## config.mk

```make
export PLATFORM = sky130hd
export DESIGN_NAME = leader_election_timer_unit
export DESIGN_NICKNAME = d
export VERILOG_FILES = /design/src/rtl/core/ldet_pkg.sv /design/src/rtl/core/ldet_mod_unit.sv /design/src/rtl/core/ldet_dpath.sv /design/src/rtl/core/ldet_ctrl.sv /design/src/rtl/core/leader_election_timer_unit.sv
export SDC_FILE = /design/constraint.sdc
export NUM_CORES = 2
export LEC_CHECK = 0
export BUFFER_PORTS_ARGS = -buffer_cell sky130_fd_sc_hd__buf_2
export CAP_MARGIN = 20
export CORE_AREA = 4 4 233 462
export CTS_CLUSTER_SIZE = 30
export DETAILED_ROUTE_END_ITERATION = 12
export DIE_AREA = 0 0 237 466
export SKIP_LAST_GASP = 1
export SLEW_MARGIN = 20
export SYNTH_ARGS = -nofsm -noshare
export SYNTH_HDL_FRONTEND = slang
export SYNTH_SLANG_ARGS = --single-unit
```

## constraint.sdc

```tcl
create_clock -name clk -period 10.6 [get_ports clk]
set_input_delay 0.53 -clock clk [delete_from_list [all_inputs] [get_ports clk]]
set_output_delay 0.53 -clock clk [all_outputs]
set_load 0.01 [all_outputs]
```

## src/rtl/core/ldet_pkg.sv

```systemverilog
// Shared widths, codes, control structs and the generator step of the leader election timer.
package ldet_pkg;

	localparam int unsigned ID_W      = 32;
	localparam int unsigned TERM_W    = 32;
	localparam int unsigned MODE_W    = 2;
	localparam int unsigned TMO_W     = 40;
	localparam int unsigned RNG_W     = 64;
	localparam int unsigned ACT_W     = 3;
	localparam int unsigned NOW_W     = 63;
	localparam int unsigned DL_W      = 64;
	localparam int unsigned CFG_IDX_W = 3;
	localparam int unsigned CFG_DAT_W = 64;

	localparam logic [ACT_W-1:0] ACT_START    = 3'd0;
	localparam logic [ACT_W-1:0] ACT_ANNOUNCE = 3'd1;
	localparam logic [ACT_W-1:0] ACT_PROMOTE  = 3'd2;
	localparam logic [ACT_W-1:0] ACT_ARM      = 3'd3;

	localparam logic [MODE_W-1:0] MODE_LEADER   = 2'd1;
	localparam logic [MODE_W-1:0] MODE_FOLLOWER = 2'd2;

	localparam logic [CFG_IDX_W-1:0] REG_OWN_ID      = 3'd0;
	localparam logic [CFG_IDX_W-1:0] REG_LOCK_MODE   = 3'd1;
	localparam logic [CFG_IDX_W-1:0] REG_TERM_BOOST  = 3'd2;
	localparam logic [CFG_IDX_W-1:0] REG_TIMEOUT_MIN = 3'd3;
	localparam logic [CFG_IDX_W-1:0] REG_TIMEOUT_MAX = 3'd4;
	localparam logic [CFG_IDX_W-1:0] REG_RNG_SEED    = 3'd5;

	typedef struct packed {
		logic capture;
		logic exec;
		logic sum;
		logic load_out;
	} ldet_cmd_t;

	typedef struct packed {
		logic need_arm;
		logic mod_done;
	} ldet_sts_t;

	function automatic logic [RNG_W-1:0] xorshift64(input logic [RNG_W-1:0] word);
		logic [RNG_W-1:0] x;
		x = word;
		x = x ^ (x << 13);
		x = x ^ (x >> 7);
		x = x ^ (x << 17);
		return x;
	endfunction

endpackage

```

## src/rtl/core/ldet_mod_unit.sv

```systemverilog
// Bit-serial restoring remainder unit for the random part of the timeout.
module ldet_mod_unit (
	input  logic                          clk,
	input  logic                          arst_n,
	input  logic                          start,
	input  logic [ldet_pkg::RNG_W-1:0]    dividend,
	input  logic [ldet_pkg::TMO_W-1:0]    divisor,
	output logic                          done,
	output logic [ldet_pkg::TMO_W-1:0]    rem
);

	localparam int unsigned CNT_W = $clog2(ldet_pkg::RNG_W);

	logic                       busy_q;
	logic                       done_q;
	logic [CNT_W-1:0]           cnt_q;
	logic [ldet_pkg::RNG_W-1:0] dvd_q;
	logic [ldet_pkg::TMO_W-1:0] dvs_q;
	logic [ldet_pkg::TMO_W-1:0] rem_q;
	logic [ldet_pkg::TMO_W:0]   trial;
	logic [ldet_pkg::TMO_W:0]   diff;

	assign trial = {rem_q, dvd_q[ldet_pkg::RNG_W-1]};
	assign diff  = trial - {1'b0, dvs_q};

	always_ff @(posedge clk or negedge arst_n) begin
		if (!arst_n) begin
			busy_q <= 1'b0;
			done_q <= 1'b0;
			cnt_q  <= '0;
		end else begin
			done_q <= 1'b0;
			if (start) begin
				busy_q <= 1'b1;
				cnt_q  <= '0;
			end else if (busy_q) begin
				cnt_q <= cnt_q + 1'b1;
				if (cnt_q == CNT_W'(ldet_pkg::RNG_W - 1)) begin
					busy_q <= 1'b0;
					done_q <= 1'b1;
				end
			end
		end
	end

	always_ff @(posedge clk) begin
		if (start) begin
			dvd_q <= dividend;
			dvs_q <= divisor;
			rem_q <= '0;
		end else if (busy_q) begin
			dvd_q <= {dvd_q[ldet_pkg::RNG_W-2:0], 1'b0};
			if (trial >= {1'b0, dvs_q}) begin
				rem_q <= diff[ldet_pkg::TMO_W-1:0];
			end else begin
				rem_q <= trial[ldet_pkg::TMO_W-1:0];
			end
		end
	end

	assign done = done_q;
	assign rem  = rem_q;

endmodule

```

## src/rtl/core/ldet_dpath.sv

```systemverilog
// Datapath: configuration registers, node state, item decision, deadline and result register.
module ldet_dpath (
	input  logic                             clk,
	input  logic                             arst_n,
	input  logic                             cfg_we,
	input  logic [ldet_pkg::CFG_IDX_W-1:0]   cfg_index,
	input  logic [ldet_pkg::CFG_DAT_W-1:0]   cfg_data,
	input  logic [ldet_pkg::ACT_W-1:0]       action,
	input  logic [ldet_pkg::TERM_W-1:0]      remote_term,
	input  logic [ldet_pkg::ID_W-1:0]        peer_id,
	input  logic [ldet_pkg::NOW_W-1:0]       now_time,
	input  ldet_pkg::ldet_cmd_t              cmd,
	output ldet_pkg::ldet_sts_t              sts,
	output logic                             verdict,
	output logic                             timed_out,
	output logic [ldet_pkg::TERM_W-1:0]      term_now,
	output logic [ldet_pkg::ID_W-1:0]        leader_now
);

	logic [ldet_pkg::ID_W-1:0]    own_id_q;
	logic [ldet_pkg::MODE_W-1:0]  lock_mode_q;
	logic [ldet_pkg::TERM_W-1:0]  term_boost_q;
	logic [ldet_pkg::TMO_W-1:0]   tmin_q;
	logic [ldet_pkg::TMO_W-1:0]   tmax_q;
	logic [ldet_pkg::RNG_W-1:0]   seed_q;

	logic [ldet_pkg::RNG_W-1:0]   rng_q;
	logic [ldet_pkg::TERM_W-1:0]  term_q;
	logic [ldet_pkg::ID_W-1:0]    leader_q;
	logic [ldet_pkg::DL_W-1:0]    deadline_q;

	logic [ldet_pkg::ACT_W-1:0]   act_q;
	logic [ldet_pkg::TERM_W-1:0]  pterm_q;
	logic [ldet_pkg::ID_W-1:0]    pid_q;
	logic [ldet_pkg::NOW_W-1:0]   now_q;
	logic [ldet_pkg::DL_W-1:0]    base_q;
	logic                         verdict_q;
	logic                         span_ok_q;

	logic                         out_verdict_q;
	logic                         out_timed_q;
	logic [ldet_pkg::TERM_W-1:0]  out_term_q;
	logic [ldet_pkg::ID_W-1:0]    out_leader_q;

	logic                         lock_leader;
	logic                         lock_follower;
	logic [ldet_pkg::TERM_W-1:0]  nxt_term;
	logic [ldet_pkg::ID_W-1:0]    nxt_leader;
	logic                         nxt_verdict;
	logic                         nxt_arm;
	logic                         nxt_seed;
	logic [ldet_pkg::RNG_W-1:0]   seed_or_one;
	logic [ldet_pkg::RNG_W-1:0]   rng_next;
	logic [ldet_pkg::TMO_W-1:0]   span;
	logic                         mod_done;
	logic [ldet_pkg::TMO_W-1:0]   mod_rem;
	logic [ldet_pkg::DL_W-1:0]    extra;

	assign lock_leader   = (lock_mode_q == ldet_pkg::MODE_LEADER);
	assign lock_follower = (lock_mode_q == ldet_pkg::MODE_FOLLOWER);
	assign seed_or_one   = (seed_q == '0) ? ldet_pkg::RNG_W'(1) : seed_q;
	assign rng_next      = ldet_pkg::xorshift64(nxt_seed ? seed_or_one : rng_q);
	assign span          = tmax_q - tmin_q;
	assign extra         = span_ok_q ? {{(ldet_pkg::DL_W-ldet_pkg::TMO_W){1'b0}}, mod_rem}
	                                 : '0;

	always_comb begin
		nxt_term    = term_q;
		nxt_leader  = leader_q;
		nxt_verdict = 1'b0;
		nxt_arm     = 1'b0;
		nxt_seed    = 1'b0;
		case (act_q)
			ldet_pkg::ACT_START: begin
				nxt_leader = '0;
				nxt_term   = lock_leader ? term_boost_q : '0;
				nxt_arm    = 1'b1;
				nxt_seed   = 1'b1;
			end
			ldet_pkg::ACT_ANNOUNCE: begin
				if (!lock_leader) begin
					if (pterm_q > term_q) begin
						nxt_term = pterm_q;
						if (pid_q <= own_id_q) begin
							nxt_leader  = pid_q;
							nxt_arm     = 1'b1;
							nxt_verdict = 1'b1;
						end
					end else if (pterm_q == term_q && pid_q < own_id_q) begin
						nxt_leader  = pid_q;
						nxt_arm     = 1'b1;
						nxt_verdict = 1'b1;
					end
				end
			end
			ldet_pkg::ACT_PROMOTE: begin
				nxt_term   = lock_leader ? term_boost_q : term_q + 1'b1;
				nxt_leader = own_id_q;
			end
			ldet_pkg::ACT_ARM: begin
				nxt_arm = 1'b1;
			end
			default: begin
			end
		endcase
	end

	always_ff @(posedge clk or negedge arst_n) begin
		if (!arst_n) begin
			own_id_q     <= '0;
			lock_mode_q  <= '0;
			term_boost_q <= '0;
			tmin_q       <= '0;
			tmax_q       <= '0;
			seed_q       <= ldet_pkg::RNG_W'(1);
		end else if (cfg_we) begin
			case (cfg_index)
				ldet_pkg::REG_OWN_ID:      own_id_q     <= cfg_data[ldet_pkg::ID_W-1:0];
				ldet_pkg::REG_LOCK_MODE:   lock_mode_q  <= cfg_data[ldet_pkg::MODE_W-1:0];
				ldet_pkg::REG_TERM_BOOST:  term_boost_q <= cfg_data[ldet_pkg::TERM_W-1:0];
				ldet_pkg::REG_TIMEOUT_MIN: tmin_q       <= cfg_data[ldet_pkg::TMO_W-1:0];
				ldet_pkg::REG_TIMEOUT_MAX: tmax_q       <= cfg_data[ldet_pkg::TMO_W-1:0];
				ldet_pkg::REG_RNG_SEED:    seed_q       <= cfg_data[ldet_pkg::RNG_W-1:0];
				default: begin
				end
			endcase
		end
	end

	always_ff @(posedge clk or negedge arst_n) begin
		if (!arst_n) begin
			rng_q      <= ldet_pkg::RNG_W'(1);
			term_q     <= '0;
			leader_q   <= '0;
			deadline_q <= '0;
		end else begin
			if (cmd.exec) begin
				term_q   <= nxt_term;
				leader_q <= nxt_leader;
				if (nxt_arm) begin
					rng_q <= rng_next;
				end
			end
			if (cmd.sum) begin
				deadline_q <= base_q + extra;
			end
		end
	end

	always_ff @(posedge clk) begin
		if (cmd.capture) begin
			act_q   <= action;
			pterm_q <= remote_term;
			pid_q   <= peer_id;
			now_q   <= now_time;
		end
		if (cmd.exec) begin
			verdict_q <= nxt_verdict;
			span_ok_q <= (tmax_q > tmin_q);
			base_q    <= {{(ldet_pkg::DL_W-ldet_pkg::NOW_W){1'b0}}, now_q}
			           + {{(ldet_pkg::DL_W-ldet_pkg::TMO_W){1'b0}}, tmin_q};
		end
		if (cmd.load_out) begin
			out_verdict_q <= verdict_q;
			out_timed_q   <= !lock_follower
			               && ({{(ldet_pkg::DL_W-ldet_pkg::NOW_W){1'b0}}, now_q} >= deadline_q);
			out_term_q    <= term_q;
			out_leader_q  <= leader_q;
		end
	end

	ldet_mod_unit u_mod (
		.clk      (clk),
		.arst_n   (arst_n),
		.start    (cmd.exec && nxt_arm),
		.dividend (rng_next),
		.divisor  (span),
		.done     (mod_done),
		.rem      (mod_rem)
	);

	assign sts.need_arm = nxt_arm;
	assign sts.mod_done = mod_done;

	assign verdict    = out_verdict_q;
	assign timed_out  = out_timed_q;
	assign term_now   = out_term_q;
	assign leader_now = out_leader_q;

endmodule

```

## src/rtl/core/ldet_ctrl.sv

```systemverilog
// Controller state machine: input and output handshakes and the sequence of one item.
module ldet_ctrl (
	input  logic                clk,
	input  logic                arst_n,
	input  logic                in_valid,
	output logic                in_ready,
	output logic                out_valid,
	input  logic                out_ready,
	input  ldet_pkg::ldet_sts_t sts,
	output ldet_pkg::ldet_cmd_t cmd
);

	localparam logic [2:0] ST_IDLE = 3'd0;
	localparam logic [2:0] ST_EXEC = 3'd1;
	localparam logic [2:0] ST_DIV  = 3'd2;
	localparam logic [2:0] ST_SUM  = 3'd3;
	localparam logic [2:0] ST_FIN  = 3'd4;

	logic [2:0] state_q;
	logic [2:0] state_d;
	logic       out_valid_q;
	logic       slot_free;

	assign slot_free = !out_valid_q || out_ready;

	always_comb begin
		state_d      = state_q;
		cmd.capture  = 1'b0;
		cmd.exec     = 1'b0;
		cmd.sum      = 1'b0;
		cmd.load_out = 1'b0;
		case (state_q)
			ST_IDLE: begin
				if (in_valid) begin
					cmd.capture = 1'b1;
					state_d     = ST_EXEC;
				end
			end
			ST_EXEC: begin
				cmd.exec = 1'b1;
				state_d  = sts.need_arm ? ST_DIV : ST_FIN;
			end
			ST_DIV: begin
				if (sts.mod_done) begin
					state_d = ST_SUM;
				end
			end
			ST_SUM: begin
				cmd.sum = 1'b1;
				state_d = ST_FIN;
			end
			ST_FIN: begin
				if (slot_free) begin
					cmd.load_out = 1'b1;
					state_d      = ST_IDLE;
				end
			end
			default: begin
				state_d = ST_IDLE;
			end
		endcase
	end

	always_ff @(posedge clk or negedge arst_n) begin
		if (!arst_n) begin
			state_q     <= ST_IDLE;
			out_valid_q <= 1'b0;
		end else begin
			state_q <= state_d;
			if (cmd.load_out) begin
				out_valid_q <= 1'b1;
			end else if (out_ready) begin
				out_valid_q <= 1'b0;
			end
		end
	end

	assign in_ready  = (state_q == ST_IDLE);
	assign out_valid = out_valid_q;

endmodule

```

## src/rtl/core/leader_election_timer_unit.sv

```systemverilog
// Top level of the leader election timer: controller, datapath and ports.
//
//   channel   direction   handshake               payload
//   input     in          in_valid / in_ready     action, remote_term, peer_id, now_time
//   result    out         out_valid / out_ready   verdict, timed_out, term_now, leader_now
//   config    in          cfg_we                  cfg_index, cfg_data
//
// An item that draws no new timeout goes through the execute and finish steps before the next beat is taken.
// An item that arms the timeout also passes the divide step, held for the bit-serial remainder unit, and the sum step.
// One item is in work at a time; the next beat is taken while a result waits in the output.
// A result that is not taken holds the last step, and the item behind it waits there.
// Reset is asynchronous and needs no clearing pass.
module leader_election_timer_unit (
	input  logic                           clk,
	input  logic                           arst_n,
	input  logic                           cfg_we,
	input  logic [ldet_pkg::CFG_IDX_W-1:0] cfg_index,
	input  logic [ldet_pkg::CFG_DAT_W-1:0] cfg_data,
	input  logic                           in_valid,
	output logic                           in_ready,
	input  logic [ldet_pkg::ACT_W-1:0]     action,
	input  logic [ldet_pkg::TERM_W-1:0]    remote_term,
	input  logic [ldet_pkg::ID_W-1:0]      peer_id,
	input  logic [ldet_pkg::NOW_W-1:0]     now_time,
	output logic                           out_valid,
	input  logic                           out_ready,
	output logic                           verdict,
	output logic                           timed_out,
	output logic [ldet_pkg::TERM_W-1:0]    term_now,
	output logic [ldet_pkg::ID_W-1:0]      leader_now
);

	ldet_pkg::ldet_cmd_t cmd;
	ldet_pkg::ldet_sts_t sts;

	ldet_ctrl u_ctrl (
		.clk       (clk),
		.arst_n    (arst_n),
		.in_valid  (in_valid),
		.in_ready  (in_ready),
		.out_valid (out_valid),
		.out_ready (out_ready),
		.sts       (sts),
		.cmd       (cmd)
	);

	ldet_dpath u_dpath (
		.clk         (clk),
		.arst_n      (arst_n),
		.cfg_we      (cfg_we),
		.cfg_index   (cfg_index),
		.cfg_data    (cfg_data),
		.action      (action),
		.remote_term (remote_term),
		.peer_id     (peer_id),
		.now_time    (now_time),
		.cmd         (cmd),
		.sts         (sts),
		.verdict     (verdict),
		.timed_out   (timed_out),
		.term_now    (term_now),
		.leader_now  (leader_now)
	);

endmodule

```

==> results.json <==
{
  "status": "finished, final reports clean",
  "initial_utilization": 0.4480,
  "synth_nets": 5033,
  "period_share": 0.4642,
  "p_clk_frac": 0.179,
  "ys_ff_latch": 820,
  "drt_iter0_drc": 2193,
  "yosys_warnings": 0,
  "viasPerCell": 5.658,
  "worstPathArrival_ps": 5230,
  "timing.critical_path.fanout_max": 113,
  "grt_pass1_vias": 37066,
  "ys_async_sr_fraction": 0.5049,
  "via_count": 35573,
  "power_frac_seq": 0.329,
  "cts.root.buffer_cell": "clkbuf_16",
  "tns_ps": 0,
  "avgSynthCellArea_um2": 10.25,
  "slew_headroom": 0.2767,
  "cts_tree": "done",
  "reg2reg_depth": 11,
  "pwr-share-comb": 0.491,
  "cts_setup_buffers": 0,
  "antenna_found_initial": 17,
  "fill_cells": 9395,
  "whs_endpoint": "u_dpath.pid_q[30]$_DFFE_PP_",
  "grt_pass1_wl_um": 224500,
  "clock_latency_ps": 720,
  "cp.required_ps": 10910,
  "area_delta_synth_final_pct": 14.18,
  "drt_first_pass_iters": 7,
  "min_from": "peer_id[30]",
  "track_usage": 0.2669,
  "max_freq_mhz": 203.2,
  "placed_cells": 6016,
  "cts_resized": 0,
  "fin_crit_ps": 4921,
  "swShare": 0.4286,
  "crit_buf_inv": 3,
  "max_stage_delay_ps": 780,
  "gr-total-overflow": 0,
  "clockBufferDepth": 3,
  "syn_area_um2": 46530,
  "cp_slowest_cell": "buf_4",
  "power_leakage_nw": 22.91,
  "io_pins": 270,
  "setup-violations-final": 0,
  "holdWs_ps": 27.83,
  "synth_common_cells": "nand2_1, dfrtp_1, nor2_1",
  "path_clk_slew_ps": 60,
  "antenna_left": 0,
  "peakVddDrop_uv": 205.6,
  "synth.area.top_cells": "edfxtp_1, dfrtp_1, ha_1",
  "r2r_slack_ps": 5680,
  "routed_wl_um": 150900,
  "p_int_mw": 9.749,
  "dp_hpwl_um": 113800,
  "syn_inst": 4538,
  "synth-edff-count": 366,
  "crit_chain": "inv_1 -> ha_1 -> nand4_1 -> or3_1 -> nor2_1 -> nand3_1 -> and2_0 -> a32o_1 -> or3_4 -> inv_6 -> buf_4",
  "synth_top_area_frac": 0.2362,
  "nets": 5353,
  "critical_path_class": "reg -> reg",
  "cap_violations": 0,
  "dieArea_um2": 110400,
  "synth_top_flop_cell": "dfrtp_1",
  "synth_largest_area_cell": "edfxtp_1",
  "p_sw_mw": 7.312,
  "synth_most_common_cell": "nand2_1",
  "avgRoutedWirePerCell_um": 24.00,
  "gp_congestion": 0.9449,
  "cp-end-kind": "register",
  "drv_slew": 0,
  "fin_cells": 6287,
  "drc_errors": 0,
  "clkSinkCount": 820,
  "tightest_slew_ps": 1082,
  "drive_above_1_share": 0.1441,
  "r2r_start": "u_dpath.term_q[24]$_DFFE_PN0P_",
  "p_per_area_nw_per_um2": 321.1,
  "min_path_type": "in -> reg",
  "synth_cell_types": 98,
  "hold_depth": 1,
  "io_buffers": 269,
  "startpoint_type": "register",
  "finalHoldViolCount": 0,
  "fp.dieH_um": 466,
  "die_w_um": 237,
  "final.setup_skew_ps": 45.93,
  "r2r-end": "u_dpath.u_mod.dvs_q[1]$_DFFE_PN_",
  "htree_levels": 3,
  "ys_seq_area_frac": 0.4761,
  "grt_max_degree": 128,
  "numCtsBuffers": 80,
  "core_um2": 103800,
  "rsz0062_at_grt": "false",
  "num_rows": 167,
  "crit_family": "simple AND/OR/NAND/NOR gates"
}
how the worst max path moves through the flow:
stage,startpoint,to,cells after the start
floorplan,u_ctrl.state_q[1]$_DFFE_PN0P_,u_dpath.act_q[0]$_DFFE_PP_,3
global placement,u_dpath.term_q[24]$_DFFE_PN0P_,u_dpath.u_mod.dvs_q[16]$_DFFE_PN_,11
detailed placement,u_dpath.term_q[24]$_DFFE_PN0P_,u_dpath.u_mod.dvs_q[11]$_DFFE_PN_,11
CTS,u_dpath.term_q[24]$_DFFE_PN0P_,u_dpath.u_mod.dvs_q[1]$_DFFE_PN_,11
global route,u_dpath.term_q[29]$_DFFE_PN0P_,u_dpath.u_mod.dvs_q[1]$_DFFE_PN_,11
finish,u_dpath.term_q[24]$_DFFE_PN0P_,u_dpath.u_mod.dvs_q[1]$_DFFE_PN_,11
state kept, by name, indices dropped and copies added, names as in the netlist, 40 cells and up:
| register | flops |
|---|---|
| u_dpath.base_q | 64 |
| u_dpath.deadline_q | 64 |
| u_dpath.now_q | 63 |
| u_dpath.rng_q | 64 |
| u_dpath.seed_q | 64 |
| u_dpath.tmax_q | 40 |
| u_dpath.tmin_q | 40 |
| u_dpath.u_mod.dvd_q | 64 |
| u_dpath.u_mod.dvs_q | 40 |
| u_dpath.u_mod.rem | 40 |
layer usage:
metal / track usage / share of wire / vias up
met2: 0.5082 / 0.54 / 1025
li1: - / - / 16784
met5: 0 / 0.00046 / -
met3: 0.03766 / 0.044 / 379
met4: 0.1620 / 0.071 / 12
met1: 0.2722 / 0.35 / 17373
cell type report:
class	count	area [um^2]	share of cell area
timing repair buffer	417	2803	0.05276
clock inverter	34	464.2	0.008738
sequential	820	22160	0.4170
inverter	277	1045	0.01967
tap	1352	1692	0.03184
antenna	9	22.52	0.0004239
multi-input combinational	3262	22640	0.4262
clock buffer	116	2300	0.04329
per-stage QoR:
step	utilization	area [um^2]	worst slack (ps)	total power, mW
finish	0.5116	53120	5679	17.06
global route	0.5114	53110	5517	18.15
CTS	0.5111	53070	5721	17.10
detailed placement	0.4738	49200	5730	13.95
global placement	0.4738	49200	5724	13.85
floorplan	-	46530	6163	11.37
timing repair:
action / 4_1_cts / 5_1_grt
hold buffers: 111 / 0
hold endpoints to repair: 114 / 0
endpoints found under the setup margin: 0 / 0
logic make-up (layout without fill, tap and decap cells):
kind of cell	Yosys count	in the layout	synth area share
adder cells (fa/ha/maj)	293	293	0.07944
buffers and inverters	456	844	0.03859
other	0	9	0
flip-flops	820	820	0.4761
AO/OA/AOI/OAI	1067	1067	0.1485
XOR/XNOR	403	403	0.07586
AND/OR/NAND/NOR	1275	1275	0.1277
multiplexers	224	224	0.05381
power groups by stage:
stage	Clock [mW]	Combinational [mW]	Sequential (mW)
after floorplan	0	6.05	5.32
after global placement	0	8.21	5.64
after detailed placement	0	8.29	5.66
after CTS	3.11	8.38	5.61
after global routing	3.23	9.20	5.72
final	3.06	8.38	5.62
placed cells by master (no fill, tap or decap), drive strengths merged, types with 59 or more instances in the layout:
| cell | count |
|---|---|
| xor2 | 162 |
| clkbuf | 116 |
| nand3 | 96 |
| o21ai | 290 |
| inv | 280 |
| and2 | 59 |
| nand4 | 68 |
| a21o | 168 |
| nor2 | 368 |
| ha | 289 |
| edfxtp | 366 |
| dlygate4sd3 | 111 |
| mux2 | 209 |
| dfrtp | 412 |
| nand2 | 434 |
| xnor2 | 241 |
| a21oi | 270 |
| buf | 306 |
(Power assumes the default switching activity.)
